[src/hw/rtl/gfs_pkg.sv]
`timescale 1ns / 1ps

package gfs_pkg;

    localparam int ROW_W = 64;
    localparam int CFG_W = 7;
    localparam logic [CFG_W-1:0] CFG_RESET = 7'd64;

    typedef logic [ROW_W-1:0] t_row;

    // beat moving down the cell chain
    typedef struct packed {
        logic tok;
        logic rhs;
        t_row bits;
    } t_beat;

    // broadcast from the controller to every cell
    typedef struct packed {
        logic en;       // store a new pivot row, back-eliminate the others
        logic clr;      // drop all pivot rows
        logic collect;  // chain beat gathers the solution instead of reducing
        logic rhs;
        t_row bits;
        t_row piv;      // one-hot pivot column of the new row
    } t_upd;

endpackage

[src/hw/rtl/gfs_cell.sv]
`timescale 1ns / 1ps

module gfs_cell import gfs_pkg::*; (
    input  logic  i_clk,
    input  logic  i_rst_n,
    input  t_beat i_beat,
    input  t_upd  i_upd,
    input  logic  i_prev_occ,
    output t_beat o_beat,
    output logic  o_occ
);

    logic r_occ;
    t_row r_row;
    logic r_rhs;
    t_row r_piv;
    logic r_tok;
    t_row r_bits;
    logic r_brhs;

    logic hit;
    logic elim;
    logic wr;
    t_row n_bits;
    logic n_brhs;

    always_comb begin
        hit  = r_occ & (|(i_beat.bits & r_piv));
        elim = i_upd.en & r_occ & (|(r_row & i_upd.piv));
        // first free cell of the chain takes the new row
        wr   = i_upd.en & ~r_occ & i_prev_occ;
        if (i_upd.collect) begin
            n_bits = i_beat.bits | ((r_occ & r_rhs) ? r_piv : '0);
            n_brhs = i_beat.rhs;
        end else begin
            n_bits = hit ? (i_beat.bits ^ r_row) : i_beat.bits;
            n_brhs = i_beat.rhs ^ (hit & r_rhs);
        end
    end

    always_ff @(posedge i_clk) begin
        if (!i_rst_n) begin
            r_occ <= 1'b0;
            r_tok <= 1'b0;
        end else begin
            r_tok <= i_beat.tok;
            if (i_upd.clr) begin
                r_occ <= 1'b0;
            end else if (wr) begin
                r_occ <= 1'b1;
            end
        end
    end

    always_ff @(posedge i_clk) begin
        r_bits <= n_bits;
        r_brhs <= n_brhs;
        if (wr) begin
            r_row <= i_upd.bits;
            r_rhs <= i_upd.rhs;
            r_piv <= i_upd.piv;
        end else if (elim) begin
            r_row <= r_row ^ i_upd.bits;
            r_rhs <= r_rhs ^ i_upd.rhs;
        end
    end

    assign o_beat = '{tok: r_tok, rhs: r_brhs, bits: r_bits};
    assign o_occ  = r_occ;

endmodule

[config.mk]
export PLATFORM = sky130hd
export DESIGN_NAME = gfs_cell
export DESIGN_NICKNAME = d
export VERILOG_FILES = /design/src/hw/rtl/gfs_pkg.sv /design/src/hw/rtl/gfs_cell.sv
export SDC_FILE = /design/constraint.sdc
export NUM_CORES = 1
export LEC_CHECK = 0
export BUFFER_PORTS_ARGS = -buffer_cell sky130_fd_sc_hd__clkbuf_2
export CORE_AREA = 2 2 140 142
export CTS_CLUSTER_SIZE = 16
export DETAILED_ROUTE_END_ITERATION = 12
export DIE_AREA = 0 0 142 144
export GPL_TIMING_DRIVEN = 0
export PLACE_DENSITY = 0.75
export SLEW_MARGIN = 15
export SYNTH_ARGS = -nofsm -noshare
export SYNTH_HDL_FRONTEND = slang
export SYNTH_SLANG_ARGS = --single-unit
[constraint.sdc]
create_clock -name i_clk -period 3.3 [get_ports i_clk]
set_input_delay 0.33 -clock i_clk [delete_from_list [all_inputs] [get_ports i_clk]]
set_output_delay 0.33 -clock i_clk [all_outputs]
set_load 0.01 [all_outputs]
==> impl_results.rst, run 1 <==
.. list-table::
   :header-rows: 1

   * - Metric
     - Value
   * - Outcome
     - completed
   * - Number of cells on the worst hold path
     - 2
   * - Total leakage power
     - ~0.0044 uW
   * - Crit path capture type
     - register
   * - Count of cell types in the netlist
     - 28
   * - #FFs+latches synth
     - roughly 200
   * - First-pass GRT wire length
     - 44.8 mm
   * - Starting Density
     - 0.449
   * - Ratio of cells with drive above 1 in the final layout
     - 0.334
   * - VDD IR max
     - around 390 uV
   * - CTS Buf Count
     - 17
   * - Number of failing hold endpoints at the final stage
     - 0
   * - Number of buffers on the longest clock path
     - 2
   * - Crit Path Max Fanout
     - 32
   * - Storage element area
     - 5220 um2
   * - Area added between synthesis and finish
     - 26.7%
   * - Die outline height
     - approximately 140 um
   * - TritonCTS clock tree
     - done
   * - Post-Synthesis Mean Instance Area
     - approximately 12 um2
   * - Number of cells on the worst reg-to-reg path
     - 7
   * - Post-route minimum period
     - 3.15 ns
   * - Maximum clock frequency
     - about 320 MHz
   * - Average via count per standard cell
     - between 6 and 7
   * - Ratio of total power to cell area
     - 528 nW/um2
   * - Combined global-route utilization of all metal layers
     - 0.311
   * - Largest net degree at the start of global routing
     - just over 40
   * - Final cell count without fillers
     - 1252
   * - Least setup slack across all paths after layout
     - between 0.15 and 0.2 ns
   * - Placer congestion estimate
     - 0.893
   * - Path class of the lowest-slack min-delay path
     - in2reg
   * - Max-cap viol count
     - 0
   * - Type of the setup path with the least slack
     - reg2reg
   * - Setup repair after global routing missed its margin
     - false
   * - DR vias
     - around 7.7k
   * - Part of the cycle the worst path needs
     - 0.954
   * - Starting DRC count in detailed routing
     - ~830
   * - Depth of the CTS H-tree
     - 4
   * - Area used by multi-input combinational logic
     - 3100 um2
   * - PnR Total Power
     - approximately 5700 uW
   * - Die width
     - around 140 um
   * - Part of the power in combinational logic
     - 0.121
   * - Critical Path AT
     - around 3.3 ns
   * - Count of TritonRoute iterations in the first routing pass
     - 6
   * - HPWL after detailed placement
     - 24.2 mm
   * - Clock Root Buffer
     - sky130_fd_sc_hd__clkbuf_16
   * - Leading area contributor after synthesis
     - sky130_fd_sc_hd__edfxtp_1
   * - Post-route clock skew
     - just over 0.009 ns
   * - Share of power burned in the clock network
     - 0.369
   * - Number of nets with antenna violations after detailed routing
     - 0
   * - Switching share of power
     - 0.262
   * - Number of instances in the synthesized netlist
     - 712
   * - Antenna diode instance count
     - 0
   * - Net count after synthesis
     - 913
   * - # placed instances
     - about 1.2k
   * - Grt ovf
     - 0
   * - Category of the worst setup path launch point
     - register
   * - Drt total wl
     - ~33 mm
   * - Worst slack on hold paths
     - roughly 0.04 ns
   * - Layout filler cell count
     - around 1.7k
   * - Buffers on Ports
     - 267
   * - Setup TNS
     - 0 ns
   * - Psw
     - about 1500 uW
   * - Later-pin clock latency in the skew report
     - 0.45 ns
   * - Total of endpoints with negative setup slack in the final report
     - 0
   * - Clock-pin slew of the registers on the worst-case setup and hold paths
     - 0.07 ns
   * - Portion of total power attributed to sequential cells
     - 0.510
   * - Relative slew margins
     - 0.344
   * - Remaining routing DRC violations
     - 0
   * - Total core area
     - between 15000 and 20000 um2
   * - TritonCTS sink count
     - 196
   * - IO Pins
     - ~270
   * - Cells taking the most area after synthesis
     - sky130_fd_sc_hd__edfxtp_1 45%, sky130_fd_sc_hd__dfxtp_1 16%, sky130_fd_sc_hd__a221oi_1 7.3%
   * - Synthesis Warnings
     - 0
   * - Internal power consumption
     - 4230 uW
   * - Initial antenna violation count
     - 0
   * - Post-Synthesis Cell Area
     - approximately 8600 um2
   * - Rows
     - 51
   * - Part of the Yosys area used for sequential elements
     - 0.609
   * - Quantity of hold-fixing buffers added after cts
     - 0
   * - NumNets Final
     - 1202
   * - Share of Yosys cell area claimed by the top area cell type
     - 0.453
   * - Max-slew violation total from the final report
     - 0
   * - Transition time at the pin with the least slew margin
     - between 0.9 and 1 ns
   * - Number of global-route vias before repair
     - 7280
   * - Pre-CTS WS
     - between 0.04 and 0.05 ns
   * - Final routed wire length divided by cell count
     - around 26 um
   * - Critical path data required time
     - about 3.5 ns
   * - Area of the die
     - 20400 um2
## metrics by stage
step	cell area, um2	utilization
after detailed placement	10200	0.537
after floorplan	8560	-
after global placement	10200	0.534
after global routing	10800	0.568
after CTS	10800	0.567
final	10800	0.568
## power groups by stage
| stage | logic (uW) | clock network [uW] | registers, uW |
|---|---|---|---|
| 6_report | 694 | 2110 | 2920 |
| 4_1_cts | 680 | 2130 | 2920 |
| 2_1_floorplan | 308 | 0 | 2950 |
| 3_5_place_dp | 676 | 0 | 2970 |
| 5_1_grt | 738 | 2210 | 2930 |
| 3_3_place_gp | 651 | 0 | 2970 |
## placed cells by master (no fill, tap or decap), types with 8 or more instances in the layout
master / instances
sky130_fd_sc_hd__a221oi_2: 18
sky130_fd_sc_hd__dfxtp_1: 67
sky130_fd_sc_hd__clkbuf_1: 26
sky130_fd_sc_hd__a221oi_1: 71
sky130_fd_sc_hd__a22o_1: 26
sky130_fd_sc_hd__clkbuf_2: 268
sky130_fd_sc_hd__xnor2_1: 66
sky130_fd_sc_hd__buf_6: 13
sky130_fd_sc_hd__a22oi_1: 12
sky130_fd_sc_hd__nand4_1: 8
sky130_fd_sc_hd__clkbuf_16: 17
sky130_fd_sc_hd__nand2_1: 127
sky130_fd_sc_hd__edfxtp_1: 129
sky130_fd_sc_hd__a31oi_1: 63
sky130_fd_sc_hd__nor2_1: 62
## synth_stat cells, drive strengths merged
library cell,number
edfxtp,129
nand2,128
a221oi,89
dfxtp,67
xnor2,66
a31oi,63
nor2,62
a22o,26
clkbuf,25
buf,20
a22oi,12
nand4,8
a21oi,2
and3b,2
nand3,2
nand4b,2
or4,2
and2,1
and3,1
inv,1
mux2i,1
nand3b,1
nor3b,1
o311ai,1
## timing repair
action                                  CTS  global route
buffers inserted                          0             0
endpoints found under the setup margin    0            32
resized for setup                         0             3
## metal layers
metal  share of wire  global-route usage  wire [um]
met1            0.37               0.390      12200
met2            0.45               0.488      14800
met3            0.12              0.0974       4080
met4           0.050               0.160       1650
met5               0                   0          0
## path summary, 6_finish.rpt
path,startpoint,to,slack [ns]
setup / recovery,r_row[3]$_DFFE_PP_,r_row[12]$_DFFE_PP_,0.15
hold / removal,i_upd[130],o_occ$_SDFFE_PP0P_,0.04
setup reg to reg,r_row[3]$_DFFE_PP_,r_row[12]$_DFFE_PP_,0.15
hold reg to reg,r_row[63]$_DFFE_PP_,r_bits[63]$_DFF_P_,0.55
## critical path, stage by stage (launching register included)
cell	delay, ns
sky130_fd_sc_hd__edfxtp_1	0.45
sky130_fd_sc_hd__a22o_1	0.27
sky130_fd_sc_hd__a221oi_1	0.25
sky130_fd_sc_hd__nand3_1	0.19
sky130_fd_sc_hd__or4_1	0.64
sky130_fd_sc_hd__o311ai_4	0.52
sky130_fd_sc_hd__nand2_4	0.28
sky130_fd_sc_hd__buf_12	0.27
## registers in the layout, indices dropped and copies added, names as in the netlist
name	cells
o_occ	1
r_bits	64
r_brhs	1
r_piv	64
r_rhs	1
r_row	64
r_tok	1
## cell type report
cell class / count / share of cell area
buffer: 45 / 0.0254
timing repair buffer: 269 / 0.127
inverter: 1 / 0.000577
multi-input combinational: 471 / 0.285
clock inverter: 14 / 0.0138
clock buffer: 18 / 0.0396
sequential: 196 / 0.481
tap: 238 / 0.0275
## logic make-up (layout without fill, tap and decap cells)
group                     Yosys count  count (layout)  share of synthesized area
muxes                               1               1                    0.00117
AOI/OAI and AO/OA                 193             193                      0.190
xor gates and xnor gates           66              66                     0.0675
buffers and inverters              46             347                     0.0325
and+or+nand+nor                   210             211                     0.0999
DFF                               196             196                      0.609
No activity file was read; power rests on OpenSTA's default activity.
==> run 2, diff against run 1 <==
--- a/config.mk
+++ b/config.mk
@@ -6,12 +6,13 @@
 export NUM_CORES = 1
 export LEC_CHECK = 0
 export BUFFER_PORTS_ARGS = -buffer_cell sky130_fd_sc_hd__clkbuf_2
-export CORE_AREA = 2 2 140 142
+export CORE_AREA = 2 2 104 182
+export CTS_BUF_LIST = sky130_fd_sc_hd__clkbuf_8
 export CTS_CLUSTER_SIZE = 16
 export DETAILED_ROUTE_END_ITERATION = 12
-export DIE_AREA = 0 0 142 144
+export DIE_AREA = 0 0 106 184
 export GPL_TIMING_DRIVEN = 0
-export PLACE_DENSITY = 0.75
+export PLACE_DENSITY = 0.78
 export SLEW_MARGIN = 15
 export SYNTH_ARGS = -nofsm -noshare
 export SYNTH_HDL_FRONTEND = slang
==> run 2 against run 1 <==
Effect of this change:
- clock skew rose by 0.016 ns
- final cell count up 0.24%
- register-to-register slack is essentially flat
- flip-flop and latch count unchanged
- combinational power increased by 0.7%
- non-clock buffer count is 1 higher
- first-iteration DRC count is 4.7% higher
- hold slack worse by 0.0072 ns
- sequential share of layout area increased by 0.96 points
- maximum frequency about the same
- core utilization is 2.3 points higher
- largest power group unchanged
- highest routed layer is now met5
==> impl_results.rst, run 2 (synthesis results as in run 1) <==
.. list-table::
   :header-rows: 1

   * - Metric
     - Value
   * - Ratio of cells with drive above 1 in the final layout
     - 0.332 (was 0.334)
   * - Total of endpoints with negative setup slack in the final report
     - 0 (unchanged)
   * - Critical-path cell with the highest stage delay
     - sky130_fd_sc_hd__or4_1 (unchanged)
   * - Starting DRC count in detailed routing
     - 865 (was 826)
   * - First-pass GRT wire length
     - 46.1 mm (was 44.8 mm)
   * - TritonCTS sink count
     - 196 (unchanged)
   * - Most common cell after layout, fill and taps aside
     - sky130_fd_sc_hd__clkbuf_2 (unchanged)
   * - Number of failing hold endpoints at the final stage
     - 0 (unchanged)
   * - Path class of the lowest-slack min-delay path
     - in2reg (unchanged)
   * - Remaining routing DRC violations
     - 0 (unchanged)
   * - Average via count per standard cell
     - 6.21 (was 6.19)
   * - Post-route clock skew
     - 0.0252 ns (was 0.00911 ns)
   * - Number of cells on the worst hold path
     - 1 (was 2)
   * - Number of nets with antenna violations after detailed routing
     - 0 (unchanged)
   * - Starting Density
     - 0.476 (was 0.449)
   * - Setup repair after global routing missed its margin
     - false (unchanged)
   * - IO Pins
     - 268 (unchanged)
   * - Clock-pin slew of the registers on the worst-case setup and hold paths
     - 0.12 ns (was 0.07 ns)
   * - Max stage delay on crit path
     - 0.59 ns (was 0.64 ns)
   * - Pre-CTS WS
     - 0.0682 ns (was 0.0473 ns)
   * - Buffers on Ports
     - 267 (unchanged)
   * - Most used cells in the layout excluding fill and tap cells
     - 268 x sky130_fd_sc_hd__clkbuf_2, 129 x sky130_fd_sc_hd__edfxtp_1, 127 x sky130_fd_sc_hd__nand2_1 (unchanged)
   * - Total leakage power
     - 0.00427 uW (was 0.00436 uW)
   * - Grt ovf
     - 0 (unchanged)
   * - Max-slew violation total from the final report
     - 0 (unchanged)
   * - Total core area
     - 18000 um2 (was 19100 um2)
   * - Number of cells on the worst reg-to-reg path
     - 7 (unchanged)
   * - Cell area after layout
     - 10600 um2 (was 10800 um2)
   * - Cell-by-cell listing of the critical path
     - a22o_1 -> a221oi_1 -> nand3_1 -> or4_1 -> o311ai_2 -> nand2_4 -> buf_12 (was a22o_1 -> a221oi_1 -> nand3_1 -> or4_1 -> o311ai_4 -> nand2_4 -> buf_12)
   * - Area of placed instances
     - 10200 um2 (about the same)
   * - Later-pin clock latency in the skew report
     - 0.48 ns (was 0.45 ns)
   * - Area added between synthesis and finish
     - 24.3% (was 26.7%)
   * - Combined global-route utilization of all metal layers
     - 0.329 (was 0.311)
   * - Largest registers
     - r_bits x64, r_piv x64, r_row x64 (unchanged)
   * - NumNets Final
     - 1203 (was 1202)
   * - Number of buffers on the longest clock path
     - 2 (unchanged)
   * - Relative slew margins
     - 0.416 (was 0.344)
   * - Transition time at the pin with the least slew margin
     - 0.876 ns (was 0.984 ns)
   * - Largest net degree at the start of global routing
     - 39 (was 41)
   * - Outcome
     - completed (unchanged)
   * - Count of TritonRoute iterations in the first routing pass
     - 5 (was 6)
   * - Max-cap viol count
     - 0 (unchanged)
   * - Die width
     - 106 um (was 142 um)
   * - Clock Root Buffer
     - sky130_fd_sc_hd__clkbuf_8 (was sky130_fd_sc_hd__clkbuf_16)
   * - Least setup slack across all paths after layout
     - 0.149 ns (was 0.150 ns)
   * - Crit Path Max Fanout
     - 33 (was 32)
   * - VDD IR max
     - 264 uV (was 393 uV)
   * - DR vias
     - 7796 (was 7745)
   * - Final routed wire length divided by cell count
     - 25.9 um (was 26.1 um)
   * - Depth of the CTS H-tree
     - 4 (unchanged)
   * - Type of the setup path with the least slack
     - reg2reg (unchanged)
   * - Part of the cycle the worst path needs
     - 0.955 (was 0.954)
   * - Area of the die
     - 19500 um2 (was 20400 um2)
   * - Post-route minimum period
     - 3.15 ns (about the same)
   * - Setup bufs post-CTS
     - 0 (unchanged)
   * - Number of global-route vias before repair
     - 7650 (was 7280)
   * - Critical path data required time
     - 3.51 ns (was 3.49 ns)
   * - Placer congestion estimate
     - 0.944 (was 0.893)
   * - Maximum clock frequency
     - 317 MHz (was 318 MHz)
   * - Ratio of total power to cell area
     - 478 nW/um2 (was 528 nW/um2)
   * - Drt total wl
     - 32.5 mm (was 32.7 mm)
   * - CTS Buf Count
     - 17 (unchanged)
   * - Crit path capture type
     - register (unchanged)
   * - Setup TNS
     - 0 ns (unchanged)
   * - Category of the worst setup path launch point
     - register (unchanged)
   * - Rows
     - 65 (was 51)
   * - Initial antenna violation count
     - 7 (was 0)
   * - Critical Path AT
     - 3.36 ns (was 3.34 ns)
   * - Die outline height
     - 184 um (was 144 um)
   * - HPWL after detailed placement
     - 24.5 mm (was 24.2 mm)
   * - TritonCTS clock tree
     - done (unchanged)
-- run 2: cell count changes in the layout (fill, tap and decap cells not counted), sizes merged --
| cell | before | now |
|---|---|---|
| bufinv | 2 | 0 |
| clkbuf | 311 | 310 |
| clkinv | 6 | 7 |
| diode | 0 | 6 |
| dlygate4sd3 | 0 | 1 |
| inv | 7 | 9 |
-- run 2: final timing paths --
path	startpoint	to	slack [ns]
setup reg to reg	r_row[3]$_DFFE_PP_	r_row[38]$_DFFE_PP_	0.15
hold / removal	i_upd[39]	r_piv[39]$_DFFE_PP_	0.03
hold reg to reg	r_row[1]$_DFFE_PP_	r_bits[1]$_DFF_P_	0.54
setup / recovery	r_row[3]$_DFFE_PP_	r_row[38]$_DFFE_PP_	0.15
-- run 2: what timing repair did --
action | in CTS | in global routing
hold buffers | 0 | 1
endpoints found under the setup margin | 0 | 33
gates resized for setup | 0 | 2
endpoints found under the hold margin | 0 | 1
-- run 2: report_power, final --
part           switching [uW]  total, uW  internal [uW]
registers                 113       2910           2800
clock network             931       1470            543
logic                     398        699            301
total                    1440       5090           3640
-- run 2: area by class of cell --
| type | instances | area [um2] |
|---|---|---|
| antenna | 6 | 15.0 |
| buffer | 45 | 275 |
| clock buffer | 17 | 234 |
| clock inverter | 15 | 124 |
| fill | 1596 | 7340 |
| inverter | 1 | 6.26 |
| multi-input combinational | 471 | 3090 |
| sequential | 196 | 5220 |
| tap | 234 | 293 |
| timing repair buffer | 270 | 1390 |
-- run 2: critical path, delay by kind of cell (launching register included) --
family          cells  cell delay, ns
simple gates        3            1.10
flops               1            0.48
buf+inv             1            0.27
compound gates      3            1.01
-- run 2: stage by stage --
step | utilization | hold slack [ns] | std cells | power [uW]
2_1_floorplan | - | 0.406 | 712 | 3260
3_3_place_gp | 0.567 | 0.509 | 1213 | 3620
3_5_place_dp | 0.570 | 0.517 | 1215 | 3650
4_1_cts | 0.589 | 0.0158 | 1247 | 5070
5_1_grt | 0.592 | 0.0179 | 1255 | 5230
6_report | 0.592 | 0.0338 | 1255 | 5090
-- run 2: layer usage --
| metal | track usage | part of all wire | up-vias |
|---|---|---|---|
| met5 | 0 | 0.00034 | - |
| met4 | 0.221 | 0.075 | 2 |
| met3 | 0.0805 | 0.095 | 125 |
| met2 | 0.553 | 0.50 | 612 |
| met1 | 0.368 | 0.33 | 3712 |
| li1 | - | - | 3345 |
==> run 3, diff against run 2 <==
--- a/config.mk
+++ b/config.mk
@@ -6,12 +6,14 @@
 export NUM_CORES = 1
 export LEC_CHECK = 0
 export BUFFER_PORTS_ARGS = -buffer_cell sky130_fd_sc_hd__clkbuf_2
+export CAP_MARGIN = 20
 export CORE_AREA = 2 2 104 182
 export CTS_BUF_LIST = sky130_fd_sc_hd__clkbuf_8
 export CTS_CLUSTER_SIZE = 16
 export DETAILED_ROUTE_END_ITERATION = 12
 export DIE_AREA = 0 0 106 184
 export GPL_TIMING_DRIVEN = 0
+export HOLD_SLACK_MARGIN = 0.06
 export PLACE_DENSITY = 0.78
 export SLEW_MARGIN = 15
 export SYNTH_ARGS = -nofsm -noshare
==> run 3 against run 2 <==
Effect of this change:
- global-route usage is 0.45 points higher
- routed wire length is 1.8% higher
- die area stayed put
- hold slack gained 0.030 ns
- critical path depth rose by 1
- design area up 5.2%
- sequential share of layout area down 2.4 points
- via count grew 4.2%
- final cell count increased by 4.3%
- register-to-register slack improved by 0.08 ns
- critical endpoint is now r_row[62]$_DFFE_PP_
==> impl_results.rst, run 3 (synthesis results as in run 1) <==
.. list-table::
   :header-rows: 1

   * - Metric
     - Value
   * - Outcome
     - completed (unchanged)
   * - Number of buffers on the longest clock path
     - 2 (unchanged)
   * - Max-cap viol count
     - 0 (unchanged)
   * - Post-route clock skew
     - 0.0299 ns (was 0.0252 ns)
   * - Critical path data required time
     - 3.40 ns (was 3.51 ns)
   * - VDD IR max
     - 261 uV (was 264 uV)
   * - Critical-path cell with the highest stage delay
     - sky130_fd_sc_hd__or4_1 (unchanged)
   * - Highest routing layer actually used
     - met5 (unchanged)
   * - Least setup slack across all paths after layout
     - 0.214 ns (was 0.149 ns)
   * - Relative slew margins
     - 0.309 (was 0.416)
   * - Depth of the CTS H-tree
     - 4 (unchanged)
   * - Most used cells in the layout excluding fill and tap cells
     - 267 x sky130_fd_sc_hd__clkbuf_2, 129 x sky130_fd_sc_hd__edfxtp_1, 127 x sky130_fd_sc_hd__nand2_1 (was 268 x sky130_fd_sc_hd__clkbuf_2, 129 x sky130_fd_sc_hd__edfxtp_1, 127 x sky130_fd_sc_hd__nand2_1)
   * - Setup TNS
     - 0 ns (unchanged)
   * - NumNets Final
     - 1258 (was 1203)
   * - Post-route minimum period
     - 3.09 ns (was 3.15 ns)
   * - Detail Route met3 WL
     - 3.43 mm (was 3.08 mm)
   * - Category of the worst setup path launch point
     - primary input (was register)
   * - DR vias
     - 8120 (was 7796)
   * - Rows
     - 65 (unchanged)
   * - Part of the cycle the worst path needs
     - 0.935 (was 0.955)
   * - Later-pin clock latency in the skew report
     - 0.49 ns (was 0.48 ns)
   * - Combined global-route utilization of all metal layers
     - 0.334 (was 0.329)
   * - Max-slew violation total from the final report
     - 0 (unchanged)
   * - Met1 Routed Length
     - 10.9 mm (about the same)
   * - TritonCTS clock tree
     - done (unchanged)
   * - Crit Path Max Fanout
     - 16 (was 33)
   * - Maximum clock frequency
     - 324 MHz (was 317 MHz)
   * - Routed met2 length
     - 16.4 mm (was 16.1 mm)
   * - Critical Path AT
     - 3.18 ns (was 3.36 ns)
   * - Area of the die
     - 19500 um2 (unchanged)
   * - Drt total wl
     - 33.1 mm (was 32.5 mm)
   * - Most common cell after layout, fill and taps aside
     - sky130_fd_sc_hd__clkbuf_2 (unchanged)
   * - Top cell family by delay on the critical path
     - simple AND/OR/NAND/NOR gates (unchanged)
   * - Number of nets with antenna violations after detailed routing
     - 0 (unchanged)
   * - Cell-by-cell listing of the critical path
     - dlygate4sd3_1 -> clkbuf_2 -> a22o_1 -> a221oi_1 -> nand3_1 -> or4_1 -> o311ai_2 -> nand2_2 (was a22o_1 -> a221oi_1 -> nand3_1 -> or4_1 -> o311ai_2 -> nand2_4 -> buf_12)
   * - Initial antenna violation count
     - 6 (was 7)
   * - Type of the setup path with the least slack
     - in2reg (was reg2reg)
   * - Ratio of total power to cell area
     - 461 nW/um2 (was 478 nW/um2)
   * - Grt ovf
     - 0 (unchanged)
   * - Starting Density
     - 0.476 (unchanged)
   * - Setup repair after global routing missed its margin
     - false (unchanged)
   * - Count of TritonRoute iterations in the first routing pass
     - 10 (was 5)
   * - Pre-CTS WS
     - 0.0682 ns (unchanged)
   * - Total of endpoints with negative setup slack in the final report
     - 0 (unchanged)
   * - First-pass GRT wire length
     - 46.9 mm (was 46.1 mm)
   * - Placer congestion estimate
     - 0.944 (unchanged)
   * - Transition time at the pin with the least slew margin
     - 1.03 ns (was 0.876 ns)
   * - Clock-pin slew of the registers on the worst-case setup and hold paths
     - 0.10 ns (was 0.12 ns)
   * - Starting DRC count in detailed routing
     - 966 (was 865)
   * - Average via count per standard cell
     - 6.20 (was 6.21)
   * - Total core area
     - 18000 um2 (unchanged)
   * - Final routed wire length divided by cell count
     - 25.3 um (was 25.9 um)
   * - Buffers on Ports
     - 267 (unchanged)
   * - Area added between synthesis and finish
     - 30.7% (was 24.3%)
   * - Count of buffering cells on the critical path with inverters included
     - 2 (was 1)
   * - Number of failing hold endpoints at the final stage
     - 0 (unchanged)
   * - Ratio of cells with drive above 1 in the final layout
     - 0.316 (was 0.332)
   * - Remaining routing DRC violations
     - 0 (unchanged)
   * - IO Pins
     - 268 (unchanged)
   * - Largest registers
     - r_bits x64, r_piv x64, r_row x64 (unchanged)
   * - Path class of the lowest-slack min-delay path
     - in2reg (unchanged)
   * - Largest net degree at the start of global routing
     - 39 (unchanged)
   * - Die outline height
     - 184 um (unchanged)
   * - CTS Buf Count
     - 17 (unchanged)
   * - Number of global-route vias before repair
     - 7974 (was 7650)
   * - HPWL after detailed placement
     - 24.5 mm (unchanged)
   * - TritonCTS sink count
     - 196 (unchanged)
   * - Total leakage power
     - 0.00450 uW (was 0.00427 uW)
   * - Die width
     - 106 um (unchanged)
   * - Clock Root Buffer
     - sky130_fd_sc_hd__clkbuf_8 (unchanged)
   * - Max stage delay on crit path
     - 0.59 ns (about the same)
   * - Crit path capture type
     - register (unchanged)
run 3: final cells by class:
type	count	area, um2
Clock inverter	15	124
Tap cell	234	293
Timing Repair Buffer	326	1940
Fill cell	1527	6790
Sequential cell	196	5220
Antenna cell	5	12.5
Buffer	44	270
Inverter	1	6.26
Clock buffer	17	234
Multi-Input combinational cell	471	3090
run 3: per-stage QoR:
stage	instance area, um2	instances	util	total power (uW)	hold WS, ns
CTS	11100	1297	0.617	5120	0.0605
floorplan	8560	712	-	3260	0.406
finish	11200	1309	0.622	5150	0.0635
global route	11200	1309	0.622	5290	0.0599
global placement	10200	1213	0.567	3620	0.509
detailed placement	10200	1215	0.570	3650	0.517
run 3: worst reg2reg max path, stage by stage, from the launching register on:
cell	delay (ns)
sky130_fd_sc_hd__edfxtp_1	0.48
sky130_fd_sc_hd__a22o_1	0.33
sky130_fd_sc_hd__a221oi_1	0.23
sky130_fd_sc_hd__nand3_1	0.21
sky130_fd_sc_hd__or4_1	0.60
sky130_fd_sc_hd__o311ai_2	0.45
sky130_fd_sc_hd__nand2_2	0.39
run 3: path summary, 6_finish.rpt:
check	start	end	slack, ns	cells past startpoint
setup / recovery	i_upd[3]	r_row[62]$_DFFE_PP_	0.21	8
setup reg to reg	r_row[3]$_DFFE_PP_	r_row[62]$_DFFE_PP_	0.23	6
hold reg to reg	r_row[1]$_DFFE_PP_	r_bits[1]$_DFF_P_	0.53	1
hold / removal	i_beat[62]	r_bits[62]$_DFF_P_	0.06	2
run 3: where the power goes:
part	leakage (uW)	total (uW)	switching, uW	internal, uW
clock	0.000191	1480	940	543
sequential	0.00177	2910	114	2800
combinational	0.00253	757	413	344
run 3: repair_timing:
action                                  CTS  global route
hold endpoints to repair                 50             5
buffers inserted                          0             2
endpoints found under the setup margin    0            33
hold buffers                             50             5
resized for setup                         0             1
run 3: metal layers:
metal / vias up / global-route usage
li1: 3451 / -
met4: 2 / 0.241
met5: - / 0
met1: 3797 / 0.372
met2: 716 / 0.558
met3: 154 / 0.0755
